`src/sorted_multi_timer_unit_core_defines.svh`:
```
// assertion macros shared by the timer core
`ifndef SORTED_MULTI_TIMER_UNIT_CORE_DEFINES_SVH
`define SORTED_MULTI_TIMER_UNIT_CORE_DEFINES_SVH

// a condition that holds at every clock edge out of reset
`define SMTU_ASSERT_ALWAYS(lbl, cond, msg) \
  lbl: assert property (@(posedge clk_i) disable iff (!rst_ni) (cond)) else $error(msg);

// a cause that is followed by an effect in the next cycle
`define SMTU_ASSERT_NEXT(lbl, ante, cons, msg) \
  lbl: assert property (@(posedge clk_i) disable iff (!rst_ni) (ante) |=> (cons)) \
    else $error(msg);

`endif

```
`src/smtu_pkg.sv`:
```
// types and constants of the sorted timer core
package smtu_pkg;

  localparam int TIME_W      = 32;
  localparam int MAX_RESULTS = 16;
  localparam int CNT_W       = 5;

  // register indexes
  localparam logic REG_TASK_SLOT = 1'b0;
  localparam logic REG_TASK_EN   = 1'b1;

  typedef enum logic [2:0] {
    OP_TICK    = 3'd0,
    OP_ALLOC   = 3'd1,
    OP_FREE    = 3'd2,
    OP_INIT    = 3'd3,
    OP_ARM     = 3'd4,
    OP_CANCEL  = 3'd5,
    OP_CAN_ALL = 3'd6
  } op_e;

  typedef enum logic [2:0] {
    K_EXPIRY      = 3'd0,
    K_TASKSW      = 3'd1,
    K_ALLOC_OK    = 3'd2,
    K_ALLOC_FAIL  = 3'd3,
    K_CANCELLED   = 3'd4,
    K_NOT_RUNNING = 3'd5,
    K_DONE        = 3'd6
  } kind_e;

  typedef enum logic [1:0] {
    SS_FREE  = 2'd0,
    SS_ALLOC = 2'd1,
    SS_RUN   = 2'd2
  } status_e;

  typedef enum logic [3:0] {
    ST_IDLE,
    ST_DEC,
    ST_FIN,
    ST_DEL,
    ST_FREE_FIN,
    ST_ARM_INS,
    ST_CAN_FIN,
    ST_AL_SCAN,
    ST_CA_RD,
    ST_CA_CHK,
    ST_CA_FREE,
    ST_CA_NEXT,
    ST_TK_CHK,
    ST_TK_RD,
    ST_TK_END
  } state_e;

  // command broadcast to every cell of the chain
  typedef struct packed {
    logic              ins;
    logic              pop;
    logic              mark;
    logic              step;
    logic [TIME_W-1:0] new_exp;
  } cmd_t;

endpackage

```
`src/smtu_cell.sv`:
```
// one list position of the sorted timer chain
module smtu_cell #(
  parameter int ID_W = 4
) (
  input  logic                      clk_i,
  input  logic                      rst_ni,
  input  smtu_pkg::cmd_t            cmd_i,
  input  logic [ID_W-1:0]           new_id_i,
  input  logic [ID_W-1:0]           del_id_i,
  input  logic                      left_before_i,
  input  logic                      left_valid_i,
  input  logic [ID_W-1:0]           left_id_i,
  input  logic [smtu_pkg::TIME_W-1:0] left_exp_i,
  input  logic                      left_tok_i,
  input  logic                      right_valid_i,
  input  logic [ID_W-1:0]           right_id_i,
  input  logic [smtu_pkg::TIME_W-1:0] right_exp_i,
  output logic                      valid_o,
  output logic [ID_W-1:0]           id_o,
  output logic [smtu_pkg::TIME_W-1:0] exp_o,
  output logic                      before_o,
  output logic                      tok_o
);

  logic                        valid_q, valid_d;
  logic                        tok_q, tok_d;
  logic [ID_W-1:0]             id_q, id_d;
  logic [smtu_pkg::TIME_W-1:0] exp_q, exp_d;

  // the new entry goes ahead of this one when it expires no later
  assign before_o = !valid_q || (cmd_i.new_exp <= exp_q);

  // insert, pop and removal wave
  always_comb begin
    valid_d = valid_q;
    id_d    = id_q;
    exp_d   = exp_q;
    tok_d   = tok_q;
    if (cmd_i.ins) begin
      if (left_before_i) begin
        valid_d = left_valid_i;
        id_d    = left_id_i;
        exp_d   = left_exp_i;
      end else if (before_o) begin
        valid_d = 1'b1;
        id_d    = new_id_i;
        exp_d   = cmd_i.new_exp;
      end
    end else if (cmd_i.pop) begin
      valid_d = right_valid_i;
      id_d    = right_id_i;
      exp_d   = right_exp_i;
    end else if (cmd_i.mark) begin
      tok_d = valid_q && (id_q == del_id_i);
    end else if (cmd_i.step) begin
      if (tok_q) begin
        valid_d = right_valid_i;
        id_d    = right_id_i;
        exp_d   = right_exp_i;
      end
      tok_d = left_tok_i;
    end
  end

  always_ff @(posedge clk_i or negedge rst_ni) begin
    if (!rst_ni) begin
      valid_q <= 1'b0;
      tok_q   <= 1'b0;
    end else begin
      valid_q <= valid_d;
      tok_q   <= tok_d;
    end
  end

  always_ff @(posedge clk_i) begin
    id_q  <= id_d;
    exp_q <= exp_d;
  end

  assign valid_o = valid_q;
  assign id_o    = id_q;
  assign exp_o   = exp_q;
  assign tok_o   = tok_q;

endmodule

```
`src/smtu_slot_mem.sv`:
```
// event data and owner store, one entry per timer slot
module smtu_slot_mem #(
  parameter int NUM  = 16,
  parameter int ID_W = 4
) (
  input  logic            clk_i,
  input  logic            we_i,
  input  logic [ID_W-1:0] waddr_i,
  input  logic [31:0]     wdata_i,
  input  logic [7:0]      wowner_i,
  input  logic            re_i,
  input  logic [ID_W-1:0] raddr_i,
  output logic [31:0]     rdata_o,
  output logic [7:0]      rowner_o
);

  logic [31:0] data_mem  [NUM];
  logic [7:0]  owner_mem [NUM];

  // write port
  always_ff @(posedge clk_i) begin
    if (we_i) begin
      data_mem[waddr_i]  <= wdata_i;
      owner_mem[waddr_i] <= wowner_i;
    end
  end

  // registered read port
  always_ff @(posedge clk_i) begin
    if (re_i) begin
      rdata_o  <= data_mem[raddr_i];
      rowner_o <= owner_mem[raddr_i];
    end
  end

endmodule

```
`src/sorted_multi_timer_unit_core.sv`:
```
// sorted timer list core: chain of list cells, slot store and op sequencer
//
//  channel   dir  handshake          contents
//  s_*       in   s_tvalid/s_tready  one op word: opcode, slot, delay, data, owner
//  m_*       out  m_tvalid/m_tready  result words, m_tlast on the final one of an op
//  apb       in   psel/penable       task timer slot and enable registers
//
// one op at a time; alloc scans the slots one per cycle and cancel all scans them in turn,
// removal from the list is a wave through the cell chain, insert shifts the chain cells
// in place, and a tick pops each expired slot from the head of the list.
// reset empties the list and frees every slot at once.
// a stalled result word holds the sequencer, the next op word is taken as soon as
// the previous op has handed its last word to the output register.
`include "sorted_multi_timer_unit_core_defines.svh"

module sorted_multi_timer_unit_core #(
  parameter int NUM_TIMERS = 16
) (
  input  logic        clk_i,
  input  logic        rst_ni,
  input  logic        s_tvalid,
  output logic        s_tready,
  // slot[3:0], delay[35:4], event_data[67:36], owner[75:68], auto_cancel[76]
  input  logic [79:0] s_tdata,
  // opcode[2:0]
  input  logic [2:0]  s_tuser,
  output logic        m_tvalid,
  input  logic        m_tready,
  // result_slot[3:0], result_owner[11:4], result_data[43:12]
  output logic [47:0] m_tdata,
  // kind[2:0]
  output logic [2:0]  m_tuser,
  output logic        m_tlast,
  input  logic        psel,
  input  logic        penable,
  input  logic        pwrite,
  input  logic [2:0]  paddr,
  input  logic [31:0] pwdata,
  output logic [31:0] prdata,
  output logic        pready
);

  localparam int ID_W = (NUM_TIMERS > 1) ? $clog2(NUM_TIMERS) : 1;
  localparam int TW   = smtu_pkg::TIME_W;
  localparam int CW   = smtu_pkg::CNT_W;

  // configuration registers
  logic [3:0] task_slot_q;
  logic       task_en_q;
  logic       cfg_we;

  assign pready = 1'b1;
  assign cfg_we = psel && penable && pwrite;

  always_ff @(posedge clk_i or negedge rst_ni) begin
    if (!rst_ni) begin
      task_slot_q <= '0;
      task_en_q   <= 1'b0;
    end else if (cfg_we) begin
      if (paddr[2] == smtu_pkg::REG_TASK_SLOT) begin
        task_slot_q <= pwdata[3:0];
      end else begin
        task_en_q <= pwdata[0];
      end
    end
  end

  always_comb begin
    if (paddr[2] == smtu_pkg::REG_TASK_SLOT) begin
      prdata = {28'd0, task_slot_q};
    end else begin
      prdata = {31'd0, task_en_q};
    end
  end

  // sequencer registers
  smtu_pkg::state_e state_q, state_d, ret_q, ret_d;
  smtu_pkg::op_e    op_q;
  smtu_pkg::kind_e  r_kind_q, r_kind_d;
  logic [3:0]       r_slot_q, r_slot_d;
  logic [3:0]       slot_q;
  logic [ID_W-1:0]  idx_q, idx_d;
  logic [ID_W-1:0]  del_cnt_q, del_cnt_d;
  logic             ok_q;
  logic [TW-1:0]    delay_q;
  logic [31:0]      in_data_q;
  logic [7:0]       in_owner_q;
  logic             in_ac_q;
  logic [TW-1:0]    tick_q, tick_d;
  logic [CW-1:0]    k_q, k_d;
  logic             ts_q, ts_d;
  logic             pend_v_q, pend_v_d, pend_load;
  logic [3:0]       pend_slot_q, rd_slot_q, rd_slot_d;
  logic [7:0]       pend_owner_q;
  logic [31:0]      pend_data_q;

  // slot status and auto-cancel flags
  smtu_pkg::status_e status_q [NUM_TIMERS];
  logic              ac_q     [NUM_TIMERS];
  logic              st_we, ac_we, ac_wval;
  logic [ID_W-1:0]   st_waddr;
  smtu_pkg::status_e st_wval, st_rd;
  logic              ac_rd;

  assign st_rd = status_q[idx_q];
  assign ac_rd = ac_q[idx_q];

  // output register
  logic          out_v_q;
  logic [2:0]    out_kind_q;
  logic [3:0]    out_slot_q;
  logic [7:0]    out_owner_q;
  logic [31:0]   out_data_q;
  logic          out_last_q;
  logic          out_free;
  logic          emit;
  smtu_pkg::kind_e e_kind;
  logic [3:0]    e_slot;
  logic [7:0]    e_owner;
  logic [31:0]   e_data;
  logic          e_last;

  assign out_free = !out_v_q || m_tready;

  // memory ports
  logic            mem_we, mem_re;
  logic [ID_W-1:0] mem_raddr;
  logic [31:0]     mem_rdata;
  logic [7:0]      mem_rowner;

  // cell chain
  smtu_pkg::cmd_t  cmd;
  logic [NUM_TIMERS-1:0] valid_w, before_w, tok_w;
  logic [ID_W-1:0] id_w  [NUM_TIMERS];
  logic [TW-1:0]   exp_w [NUM_TIMERS];

  genvar gi;
  generate
    for (gi = 0; gi < NUM_TIMERS; gi++) begin : g_cell
      logic            l_before, l_valid, l_tok, r_valid;
      logic [ID_W-1:0] l_id, r_id;
      logic [TW-1:0]   l_exp, r_exp;
      if (gi == 0) begin : g_first
        assign l_before = 1'b0;
        assign l_valid  = 1'b0;
        assign l_tok    = 1'b0;
        assign l_id     = '0;
        assign l_exp    = '0;
      end else begin : g_mid
        assign l_before = before_w[gi-1];
        assign l_valid  = valid_w[gi-1];
        assign l_tok    = tok_w[gi-1];
        assign l_id     = id_w[gi-1];
        assign l_exp    = exp_w[gi-1];
      end
      if (gi == NUM_TIMERS - 1) begin : g_last
        assign r_valid = 1'b0;
        assign r_id    = '0;
        assign r_exp   = '0;
      end else begin : g_inner
        assign r_valid = valid_w[gi+1];
        assign r_id    = id_w[gi+1];
        assign r_exp   = exp_w[gi+1];
      end
      smtu_cell #(.ID_W(ID_W)) u_cell (
        .clk_i         (clk_i),
        .rst_ni        (rst_ni),
        .cmd_i         (cmd),
        .new_id_i      (idx_q),
        .del_id_i      (idx_q),
        .left_before_i (l_before),
        .left_valid_i  (l_valid),
        .left_id_i     (l_id),
        .left_exp_i    (l_exp),
        .left_tok_i    (l_tok),
        .right_valid_i (r_valid),
        .right_id_i    (r_id),
        .right_exp_i   (r_exp),
        .valid_o       (valid_w[gi]),
        .id_o          (id_w[gi]),
        .exp_o         (exp_w[gi]),
        .before_o      (before_w[gi]),
        .tok_o         (tok_w[gi])
      );
    end
  endgenerate

  smtu_slot_mem #(.NUM(NUM_TIMERS), .ID_W(ID_W)) u_mem (
    .clk_i    (clk_i),
    .we_i     (mem_we),
    .waddr_i  (idx_q),
    .wdata_i  (in_data_q),
    .wowner_i (in_owner_q),
    .re_i     (mem_re),
    .raddr_i  (mem_raddr),
    .rdata_o  (mem_rdata),
    .rowner_o (mem_rowner)
  );

  // head of list checks for a tick
  logic head_due, head_task, idx_last, del_last;
  assign head_due  = valid_w[0] && (exp_w[0] <= tick_q) &&
                     ((k_q + CW'(ts_q)) < CW'(smtu_pkg::MAX_RESULTS));
  assign head_task = task_en_q && (32'(id_w[0]) == 32'(task_slot_q));
  assign idx_last  = (32'(idx_q) == 32'(NUM_TIMERS - 1));
  assign del_last  = (32'(del_cnt_q) == 32'(NUM_TIMERS - 1));
  assign s_tready  = (state_q == smtu_pkg::ST_IDLE);

  // next state and sequencer outputs
  always_comb begin
    state_d   = state_q;
    ret_d     = ret_q;
    r_kind_d  = r_kind_q;
    r_slot_d  = r_slot_q;
    idx_d     = idx_q;
    del_cnt_d = del_cnt_q;
    tick_d    = tick_q;
    k_d       = k_q;
    ts_d      = ts_q;
    pend_v_d  = pend_v_q;
    pend_load = 1'b0;
    rd_slot_d = rd_slot_q;
    cmd       = '0;
    cmd.new_exp = tick_q + delay_q;
    st_we     = 1'b0;
    st_waddr  = idx_q;
    st_wval   = smtu_pkg::SS_FREE;
    ac_we     = 1'b0;
    ac_wval   = 1'b0;
    mem_we    = 1'b0;
    mem_re    = 1'b0;
    mem_raddr = idx_q;
    emit      = 1'b0;
    e_kind    = r_kind_q;
    e_slot    = r_slot_q;
    e_owner   = '0;
    e_data    = '0;
    e_last    = 1'b1;
    case (state_q)
      smtu_pkg::ST_IDLE: begin
        if (s_tvalid) begin
          idx_d   = ID_W'(s_tdata[3:0]);
          state_d = smtu_pkg::ST_DEC;
        end
      end
      smtu_pkg::ST_DEC: begin
        r_kind_d = smtu_pkg::K_DONE;
        r_slot_d = slot_q;
        state_d  = smtu_pkg::ST_FIN;
        case (op_q)
          smtu_pkg::OP_TICK: begin
            tick_d  = tick_q + TW'(1);
            k_d     = '0;
            ts_d    = 1'b0;
            state_d = smtu_pkg::ST_TK_CHK;
          end
          smtu_pkg::OP_ALLOC: begin
            idx_d   = '0;
            state_d = smtu_pkg::ST_AL_SCAN;
          end
          smtu_pkg::OP_FREE: begin
            if (ok_q && st_rd == smtu_pkg::SS_RUN) begin
              cmd.mark  = 1'b1;
              del_cnt_d = '0;
              ret_d     = smtu_pkg::ST_FREE_FIN;
              state_d   = smtu_pkg::ST_DEL;
            end else if (ok_q) begin
              state_d = smtu_pkg::ST_FREE_FIN;
            end
          end
          smtu_pkg::OP_INIT: begin
            if (ok_q) begin
              mem_we  = 1'b1;
              ac_we   = 1'b1;
              ac_wval = in_ac_q;
            end
          end
          smtu_pkg::OP_ARM: begin
            if (ok_q && st_rd == smtu_pkg::SS_RUN) begin
              cmd.mark  = 1'b1;
              del_cnt_d = '0;
              ret_d     = smtu_pkg::ST_ARM_INS;
              state_d   = smtu_pkg::ST_DEL;
            end else if (ok_q && st_rd != smtu_pkg::SS_FREE) begin
              state_d = smtu_pkg::ST_ARM_INS;
            end
          end
          smtu_pkg::OP_CANCEL: begin
            if (ok_q && st_rd == smtu_pkg::SS_RUN) begin
              cmd.mark  = 1'b1;
              del_cnt_d = '0;
              ret_d     = smtu_pkg::ST_CAN_FIN;
              state_d   = smtu_pkg::ST_DEL;
            end else begin
              r_kind_d = smtu_pkg::K_NOT_RUNNING;
            end
          end
          smtu_pkg::OP_CAN_ALL: begin
            r_slot_d = '0;
            idx_d    = '0;
            state_d  = smtu_pkg::ST_CA_RD;
          end
          default: begin
          end
        endcase
      end
      smtu_pkg::ST_DEL: begin
        cmd.step  = 1'b1;
        del_cnt_d = del_cnt_q + ID_W'(1);
        if (del_last) begin
          state_d = ret_q;
        end
      end
      smtu_pkg::ST_FREE_FIN: begin
        st_we   = 1'b1;
        st_wval = smtu_pkg::SS_FREE;
        state_d = smtu_pkg::ST_FIN;
      end
      smtu_pkg::ST_ARM_INS: begin
        cmd.ins = 1'b1;
        st_we   = 1'b1;
        st_wval = smtu_pkg::SS_RUN;
        state_d = smtu_pkg::ST_FIN;
      end
      smtu_pkg::ST_CAN_FIN: begin
        st_we    = 1'b1;
        st_wval  = smtu_pkg::SS_ALLOC;
        r_kind_d = smtu_pkg::K_CANCELLED;
        state_d  = smtu_pkg::ST_FIN;
      end
      smtu_pkg::ST_AL_SCAN: begin
        if (st_rd == smtu_pkg::SS_FREE) begin
          st_we    = 1'b1;
          st_wval  = smtu_pkg::SS_ALLOC;
          ac_we    = 1'b1;
          ac_wval  = 1'b0;
          r_kind_d = smtu_pkg::K_ALLOC_OK;
          r_slot_d = 4'(idx_q);
          state_d  = smtu_pkg::ST_FIN;
        end else if (idx_last) begin
          r_kind_d = smtu_pkg::K_ALLOC_FAIL;
          r_slot_d = '0;
          state_d  = smtu_pkg::ST_FIN;
        end else begin
          idx_d = idx_q + ID_W'(1);
        end
      end
      smtu_pkg::ST_CA_RD: begin
        mem_re  = 1'b1;
        state_d = smtu_pkg::ST_CA_CHK;
      end
      smtu_pkg::ST_CA_CHK: begin
        state_d = smtu_pkg::ST_CA_NEXT;
        if (st_rd != smtu_pkg::SS_FREE && ac_rd && mem_rowner == in_owner_q) begin
          if (st_rd == smtu_pkg::SS_RUN) begin
            cmd.mark  = 1'b1;
            del_cnt_d = '0;
            ret_d     = smtu_pkg::ST_CA_FREE;
            state_d   = smtu_pkg::ST_DEL;
          end else begin
            state_d = smtu_pkg::ST_CA_FREE;
          end
        end
      end
      smtu_pkg::ST_CA_FREE: begin
        st_we   = 1'b1;
        st_wval = smtu_pkg::SS_FREE;
        state_d = smtu_pkg::ST_CA_NEXT;
      end
      smtu_pkg::ST_CA_NEXT: begin
        if (idx_last) begin
          state_d = smtu_pkg::ST_FIN;
        end else begin
          idx_d   = idx_q + ID_W'(1);
          state_d = smtu_pkg::ST_CA_RD;
        end
      end
      smtu_pkg::ST_FIN: begin
        if (out_free) begin
          emit    = 1'b1;
          state_d = smtu_pkg::ST_IDLE;
        end
      end
      smtu_pkg::ST_TK_CHK: begin
        mem_raddr = id_w[0];
        if (head_due) begin
          cmd.pop  = 1'b1;
          st_we    = 1'b1;
          st_waddr = id_w[0];
          st_wval  = smtu_pkg::SS_ALLOC;
          if (head_task) begin
            ts_d = 1'b1;
          end else begin
            mem_re    = 1'b1;
            rd_slot_d = 4'(id_w[0]);
            k_d       = k_q + CW'(1);
            state_d   = smtu_pkg::ST_TK_RD;
          end
        end else begin
          state_d = smtu_pkg::ST_TK_END;
        end
      end
      smtu_pkg::ST_TK_RD: begin
        e_kind  = smtu_pkg::K_EXPIRY;
        e_slot  = pend_slot_q;
        e_owner = pend_owner_q;
        e_data  = pend_data_q;
        e_last  = 1'b0;
        if (!pend_v_q || out_free) begin
          emit      = pend_v_q;
          pend_load = 1'b1;
          pend_v_d  = 1'b1;
          state_d   = smtu_pkg::ST_TK_CHK;
        end
      end
      smtu_pkg::ST_TK_END: begin
        if (pend_v_q) begin
          e_kind  = smtu_pkg::K_EXPIRY;
          e_slot  = pend_slot_q;
          e_owner = pend_owner_q;
          e_data  = pend_data_q;
          e_last  = !ts_q;
          if (out_free) begin
            emit     = 1'b1;
            pend_v_d = 1'b0;
          end
        end else if (ts_q) begin
          e_kind = smtu_pkg::K_TASKSW;
          e_slot = task_slot_q;
          if (out_free) begin
            emit = 1'b1;
            ts_d = 1'b0;
          end
        end else begin
          state_d = smtu_pkg::ST_IDLE;
        end
      end
      default: begin
        state_d = smtu_pkg::ST_IDLE;
      end
    endcase
  end

  // control registers
  always_ff @(posedge clk_i or negedge rst_ni) begin
    if (!rst_ni) begin
      state_q  <= smtu_pkg::ST_IDLE;
      ret_q    <= smtu_pkg::ST_IDLE;
      tick_q   <= '0;
      ts_q     <= 1'b0;
      pend_v_q <= 1'b0;
      out_v_q  <= 1'b0;
      for (int i = 0; i < NUM_TIMERS; i++) begin
        status_q[i] <= smtu_pkg::SS_FREE;
        ac_q[i]     <= 1'b0;
      end
    end else begin
      state_q  <= state_d;
      ret_q    <= ret_d;
      tick_q   <= tick_d;
      ts_q     <= ts_d;
      pend_v_q <= pend_v_d;
      if (emit) begin
        out_v_q <= 1'b1;
      end else if (m_tready) begin
        out_v_q <= 1'b0;
      end
      if (st_we) begin
        status_q[st_waddr] <= st_wval;
      end
      if (ac_we) begin
        ac_q[idx_q] <= ac_wval;
      end
    end
  end

  // payload registers
  always_ff @(posedge clk_i) begin
    idx_q     <= idx_d;
    del_cnt_q <= del_cnt_d;
    r_kind_q  <= r_kind_d;
    r_slot_q  <= r_slot_d;
    k_q       <= k_d;
    rd_slot_q <= rd_slot_d;
    if (s_tready && s_tvalid) begin
      op_q       <= smtu_pkg::op_e'(s_tuser);
      slot_q     <= s_tdata[3:0];
      ok_q       <= (32'(s_tdata[3:0]) < 32'(NUM_TIMERS));
      delay_q    <= s_tdata[35:4];
      in_data_q  <= s_tdata[67:36];
      in_owner_q <= s_tdata[75:68];
      in_ac_q    <= s_tdata[76];
    end
    if (pend_load) begin
      pend_slot_q  <= rd_slot_q;
      pend_owner_q <= mem_rowner;
      pend_data_q  <= mem_rdata;
    end
    if (emit) begin
      out_kind_q  <= e_kind;
      out_slot_q  <= e_slot;
      out_owner_q <= e_owner;
      out_data_q  <= e_data;
      out_last_q  <= e_last;
    end
  end

  assign m_tvalid = out_v_q;
  assign m_tuser  = out_kind_q;
  assign m_tdata  = {4'd0, out_data_q, out_owner_q, out_slot_q};
  assign m_tlast  = out_last_q;

  // checks on the chain and the sequencer
  `SMTU_ASSERT_ALWAYS(a_tok_single, $onehot0(tok_w), "more than one removal token in chain")
  `SMTU_ASSERT_ALWAYS(a_chain_packed, (valid_w & (valid_w + {{(NUM_TIMERS-1){1'b0}}, 1'b1})) == '0, "gap in timer chain")
  `SMTU_ASSERT_NEXT(a_del_done, state_q == smtu_pkg::ST_DEL && del_last, tok_w == '0, "removal wave did not leave chain")
  `SMTU_ASSERT_NEXT(a_fin_exit, state_q == smtu_pkg::ST_FIN && out_free, state_q == smtu_pkg::ST_IDLE, "final word sent but op not closed")

endmodule
```
`config.mk`:
```
export PLATFORM = sky130hd
export DESIGN_NAME = sorted_multi_timer_unit_core
export DESIGN_NICKNAME = d
export VERILOG_FILES = /design/src/smtu_pkg.sv /design/src/smtu_cell.sv /design/src/smtu_slot_mem.sv /design/src/sorted_multi_timer_unit_core.sv
export VERILOG_INCLUDE_DIRS = /design/src /design/src/src
export SDC_FILE = /design/constraint.sdc
export NUM_CORES = 2
export LEC_CHECK = 0
export BUFFER_PORTS_ARGS = -buffer_cell sky130_fd_sc_hd__buf_2
export CAP_MARGIN = 20
export CORE_MARGIN = 2
export CORE_UTILIZATION = 50
export CTS_CLUSTER_DIAMETER = 50
export DETAILED_ROUTE_END_ITERATION = 10
export PLACE_DENSITY = 0.79
export SLEW_MARGIN = 30
export SYNTH_ARGS = -nofsm -noshare
export SYNTH_HDL_FRONTEND = slang
export SYNTH_HIERARCHICAL = 1
export SYNTH_SLANG_ARGS = --single-unit
```
`constraint.sdc`:
```
create_clock -name clk_i -period 9.6 [get_ports clk_i]
set_clock_uncertainty 0.2 [all_clocks]
set_input_delay 0.96 -clock clk_i [delete_from_list [all_inputs] [get_ports clk_i]]
set_output_delay 0.96 -clock clk_i [all_outputs]
set_load 0.01 [all_outputs]
```
# After elaboration in Yosys (flattened, before gate mapping)
# Memory sizes are Yosys's and may differ from the RTL's. A register that Yosys moved wholly into a read port is not among the register bits.
# Index checks and enable logic that the tools add are counted.
totals:
  reg_bits: 900
  ram_bits: 640
  inputBits: 125
  elab_cells: 851
  memories: 2
op_classes:
  add_sub_neg: 6
  magnitude_cmp: 22
  n_eq_ne: 80
  muxes: 483
  bitwise: 6
  reduce_logical: 128
memory_table:
  columns: ["memory", "words", "word_bits", "rd", "rd_ports_with_merged_regs", "write_ports", "line_no", "source"]
  rows:
  - ["u_mem.data_mem", 16, 32, 1, 1, 1, "smtu_slot_mem.sv:17", "logic [31:0] data_mem [NUM];"]
  - ["u_mem.owner_mem", 16, 8, 1, 1, 1, "smtu_slot_mem.sv:18", "logic [7:0] owner_mem [NUM];"]
ops:
  columns: ["cell", "count"]
  rows:
  - ["2-to-1 mux 32 bit", 112]
  - ["2-to-1 mux 4 bit", 145]
  - ["<= comparator 32 bit", 17]
  - ["2-to-1 mux 1 bit", 182]
  - ["AND reduction 4 bit", 18]
  - ["equality test 4 bit", 17]
  - ["case mux 32 bit (2 select lines)", 1]
  - ["nonzero test 3 bit", 20]
  - ["case mux 4 bit (13 select lines)", 1]
  - ["!= test 3 x 1 -> 1 bit, second input constant", 16]
  - ["equality test 4 bit, second input constant", 9]
  - ["adder 32 x 1 -> 32 bit, second input constant", 1]
  - ["adder 32 bit", 1]
  - ["bitwise mux 32 bit", 1]
  - ["!= test 2 bit, second input constant", 15]
  - ["logical AND 1 bit", 26]
  - ["case mux 4 bit (2 select lines)", 3]
  - ["case mux 4 bit (3 select lines)", 2]
  - ["case mux 4 bit (6 select lines)", 1]
  - ["2-to-1 mux 3 bit", 7]
  - ["logical NOT 1 bit", 19]
  - ["logical OR 1 bit", 18]
  - ["bitwise mux 16 bit", 1]
  - ["equality test 4 x 3 -> 1 bit, second input constant", 4]
  - ["other kinds (46)", 88]

# Depth between registers and ports, before layout
logic_depth:
  depth_word: 12
  mapped_depth: 22
  ltp_nobuf: 22

# Modules after synthesis
# The synthesis kept the hierarchy.
modules_own_cells:
  columns: ["module", "n_inst", "cells_per_inst", "area_each_um2", "seq_area_each_um2"]
  rows:
  - ["smtu_cell at g_cell[0].u_cell ...", 15, 298, 2832.7, 1131.1]
  - ["smtu_slot_mem", 1, 1040, 25530.7, 20419.6]
  - ["sorted_multi_timer_unit_core", 1, 1214, 14655.3, 8287.9]
  - ["smtu_cell at g_cell[2].u_cell", 1, 291, 2824.0, 1131.1]

# Worst setup path after synthesis
# OpenSTA, ideal clock, no wires.
synth_path:
  path_type: "reg2reg"
  start: "register tick_q[0]"
  end: "register g_cell[3].u_cell.exp_q, in the netlist g_cell[3].u_cell/exp_o[0] (enable)"
  arrival_ns: 8.322
  t_required_ns: 8.977
  setup_slack_ns: 0.655
  stages_incl_launch_ff: 22
  period_less_slack_ns: 8.945
  cell_sequence: "dfrtp_1 -> ha_1 -> inv_1 -> fa_1 -> nand2b_1 -> a21o_1 -> a31oi_1 -> o211ai_1 -> a21oi_1 -> o41ai_1 -> o311ai_0 -> ha_1 -> and4_4 -> nand2_4 -> a211oi_1 -> a2111oi_1 -> and3_1 -> nand3b_1 -> nor2b_1 -> o2111ai_1 -> a31oi_1 -> nor3_2"
synth_lines:
  columns: ["item", "line_no", "source"]
  rows:
  - ["from (decl)", "sorted_multi_timer_unit_core.sv:89", "logic [TW-1:0] tick_q, tick_d;"]
  - ["from (signal assigned)", "sorted_multi_timer_unit_core.sv:460", "tick_q <= tick_d;"]
  - ["to (signal assigned)", "smtu_cell.sv:77", "exp_q <= exp_d;"]
  - ["to (decl)", "smtu_cell.sv:28", "logic [smtu_pkg::TIME_W-1:0] exp_q, exp_d;"]

==> flow_summary.yaml <==
cts:
  clock_latency_ns: 0.83
  postCtsSetupRepairBufs: 0
  cts_tree: "done"
  clockBufferDepth: 3
  h-tree-depth: 4
  numCtsBuffers: 170
  clkTransAtPathRegs_ns: 0.07
  root_buffer: "clkbuf_16"
  cts_sinks: 1580
floorplanning:
  die_h_um: 417
  initial_core_util_pct: 50.4
  dieArea_sq_um: 174000
  die_w_um: 417
  ios: 212
  row_count: 151
  core_sq_um: 170000
cells_and_area:
  nets: 7969
  seq_area_sq_um: 46800
  drive_above_1_share_pct: 11.4
  fill_cells: 13260
  multi_input_area_sq_um: 36100
  area_delta_synth_final_pct: 11.7
flow_run:
  maxCapViolCount: 0
grt:
  antenna_found_initial: 5
  grt_max_degree: 259
  grt_pass1_wl_um: 332000
  grt_util_met2_pct: 41.8
  grtUsageMet1_pct: 30.8
  met3_usage_pct: 3.61
  overflow: 0
  grt_util_all_layers_pct: 24.2
  globalRoute.busiestLayer: "met2"
  grt_pass1_vias: 59134
worst_setup_path:
  cp_max_fo: 38
  r2r_cells: 24
  cp_slowest_cell: "nor3_4"
  worstPathArrival_ns: 8.06
  end_kind: "flip-flop"
  required_ns: 9.85
  start_kind: "flip-flop"
  critical_path_class: "reg -> reg"
  path_cells: "ha_1 -> inv_1 -> fa_1 -> nand2b_1 -> a21o_1 -> a31oi_1 -> o21ai_0 -> nand2b_1 -> a21o_1 -> nand3_1 -> a221oi_4 -> buf_4 -> ha_1 -> a21oi_1 -> nand2_1 -> a221oi_1 -> a31oi_1 -> o21bai_4 -> buf_4 -> nor2b_1 -> o2111ai_1 -> a31oi_1 -> nor3_4 -> buf_4"
  slowest_delay_ns: 0.68
drt:
  drt-vias-per-instance: 6.12
  drt-initial-drc-count: 5740
  remaining_drc_errors: 0
  vias: 58935
  antenna_left: 0
  wl_per_cell_um: 22.3
  finalWirelength_um: 215000
  dr.pass1.iters: 7
synth:
  yosys_warnings: 6
  syn_avg_cell_area_sq_um: 12.2
  synthesis.area_sq_um: 85500
  synth_cells: 7011
min_path:
  worstHoldPathType: "in -> reg"
  whs_path_depth: 1
sta:
  slew_headroom_pct: 25.7
  finalCriticalPeriod_ns: 7.80
  tightestPinTransition_ns: 1.12
  maxSlewViolCount: 0
  min_period_over_period_pct: 81.3
  tns_ns: 0
  rsz0062_at_grt: "false"
  fin_hold_ws_ns: 0.0966
  finalSetupViolCount: 0
  final-hold-violation-count: 0
  max_freq_mhz: 128
power:
  seq_power_share_pct: 40.9
  power_mw: 23.2
  power.density_nw_per_um2: 243
  cell_internal_pwr_mw: 15.2
  netSwitchingFraction_pct: 34.4
  leakagePower_nw: 39.8
  combPwrFrac_pct: 30.8
  p_sw_mw: 8.00
  ir_worst_vdd_mv: 0.245
  clockPowerShare_pct: 28.3
placed_design:
  port-buffer-count: 145
  dp.final_hpwl_um: 137000
  place.gp.congestion: 0.895
status:
  status: "finished clean"
worst paths after layout:
check / from / endpoint / slack (ns)
max: tick_q[0] / g_cell[8].u_cell/exp_o[0] / 1.80
min: s_tdata[41] / in_data_q[5] / 0.1
max reg2reg: tick_q[0] / g_cell[8].u_cell/exp_o[0] / 1.80
min reg2reg: u_mem/rdata_o[31] / pend_data_q[31] / 0.22
max in group asynchronous: rst_ni / tick_q[10] / 6.96
min in group asynchronous: rst_ni / g_cell[12].u_cell/valid_o / 0.41
routing by layer:
metal	wire length [um]	up-vias
li1	-	26695
met1	84800	29395
met2	108000	2379
met3	15100	464
met4	6880	2
met5	13	-
state kept, by name, indices dropped and copies added (netlist names), 5 cells and up:
name and count:
in_owner_q 8, g_cell.u_cell/valid_o 16, u_mem/rowner_o 8, status_q 32, u_mem/owner_mem 128, out_data_q 32, delay_q 32, pend_owner_q 8
in_data_q 32, tick_q 32, u_mem/rdata_o 32, pend_data_q 32, k_q 5, g_cell.u_cell/id_o 64, u_mem/data_mem 512, ac_q 16
g_cell.u_cell/tok_o 16, out_owner_q 8, g_cell.u_cell/exp_o 512
cell usage in the layout (no fill, tap or decap), types with 17 or more instances in the layout:
cell type  instances
a21oi_1          897
a221oi_1          32
a22oi_1           83
a2bb2oi_1         17
a31oi_1           34
and2_1            48
buf_2            144
buf_4            117
clkbuf_1          32
clkbuf_16        170
clkinv_1          29
clkinv_2          27
conb_1           110
dfrtp_1          128
edfxtp_1        1452
ha_1             582
inv_1            598
mux2_2            39
mux2i_1          576
mux4_1            65
mux4_2           108
nand2_1          273
nand2b_1          34
nand3_1           81
nand4_1          128
nor2_1           707
nor2_4            17
nor2b_1           53
nor3_1            50
nor4_1            43
o211ai_1          22
o21a_1            27
o21ai_0          166
xnor2_1           84
xor2_1            32
critical path, delay by kind of cell (launching register included):
| kind | cells | cell delay [ns] |
|---|---|---|
| buffers and inverters | 4 | 1.38 |
| and+or+nand+nor | 6 | 1.45 |
| AOI/OAI and AO/OA | 11 | 2.97 |
| DFF | 1 | 0.49 |
| adders and majority gates | 3 | 0.93 |
power groups by stage:
stage	Clock (mW)	Combinational, mW	Sequential [mW]
2_1_floorplan	0	5.17	9.39
3_3_place_gp	0	6.61	9.59
3_5_place_dp	0	6.95	9.62
4_1_cts	6.66	7.04	9.50
5_1_grt	6.90	7.83	9.58
6_report	6.56	7.16	9.49
metrics by stage:
stage	instances	worst slack [ns]	utilization (%)	cell area, sq um
2_1_floorplan	7119	0.655	-	85900
3_3_place_gp	9300	2.05	52.8	89600
3_5_place_dp	9301	1.92	52.8	89600
4_1_cts	9622	1.84	56.2	95300
5_1_grt	9629	1.35	56.3	95400
6_report	9630	1.80	56.3	95400
what timing repair did:
item	in CTS	in global routing
hold endpoints to repair	18	0
hold buffers	1	0
gates resized for setup	0	0
final cells by class:
type / count / share of cell area [%]
Clock buffer: 205 / 4.63
Multi-Input combinational cell: 4633 / 37.8
Timing Repair Buffer: 278 / 1.99
Clock inverter: 115 / 1.28
Antenna cell: 3 / 0.00787
Tap cell: 2218 / 2.91
Sequential cell: 1580 / 49.0
Inverter: 598 / 2.35
No activity file was read; power rests on OpenSTA's default activity.
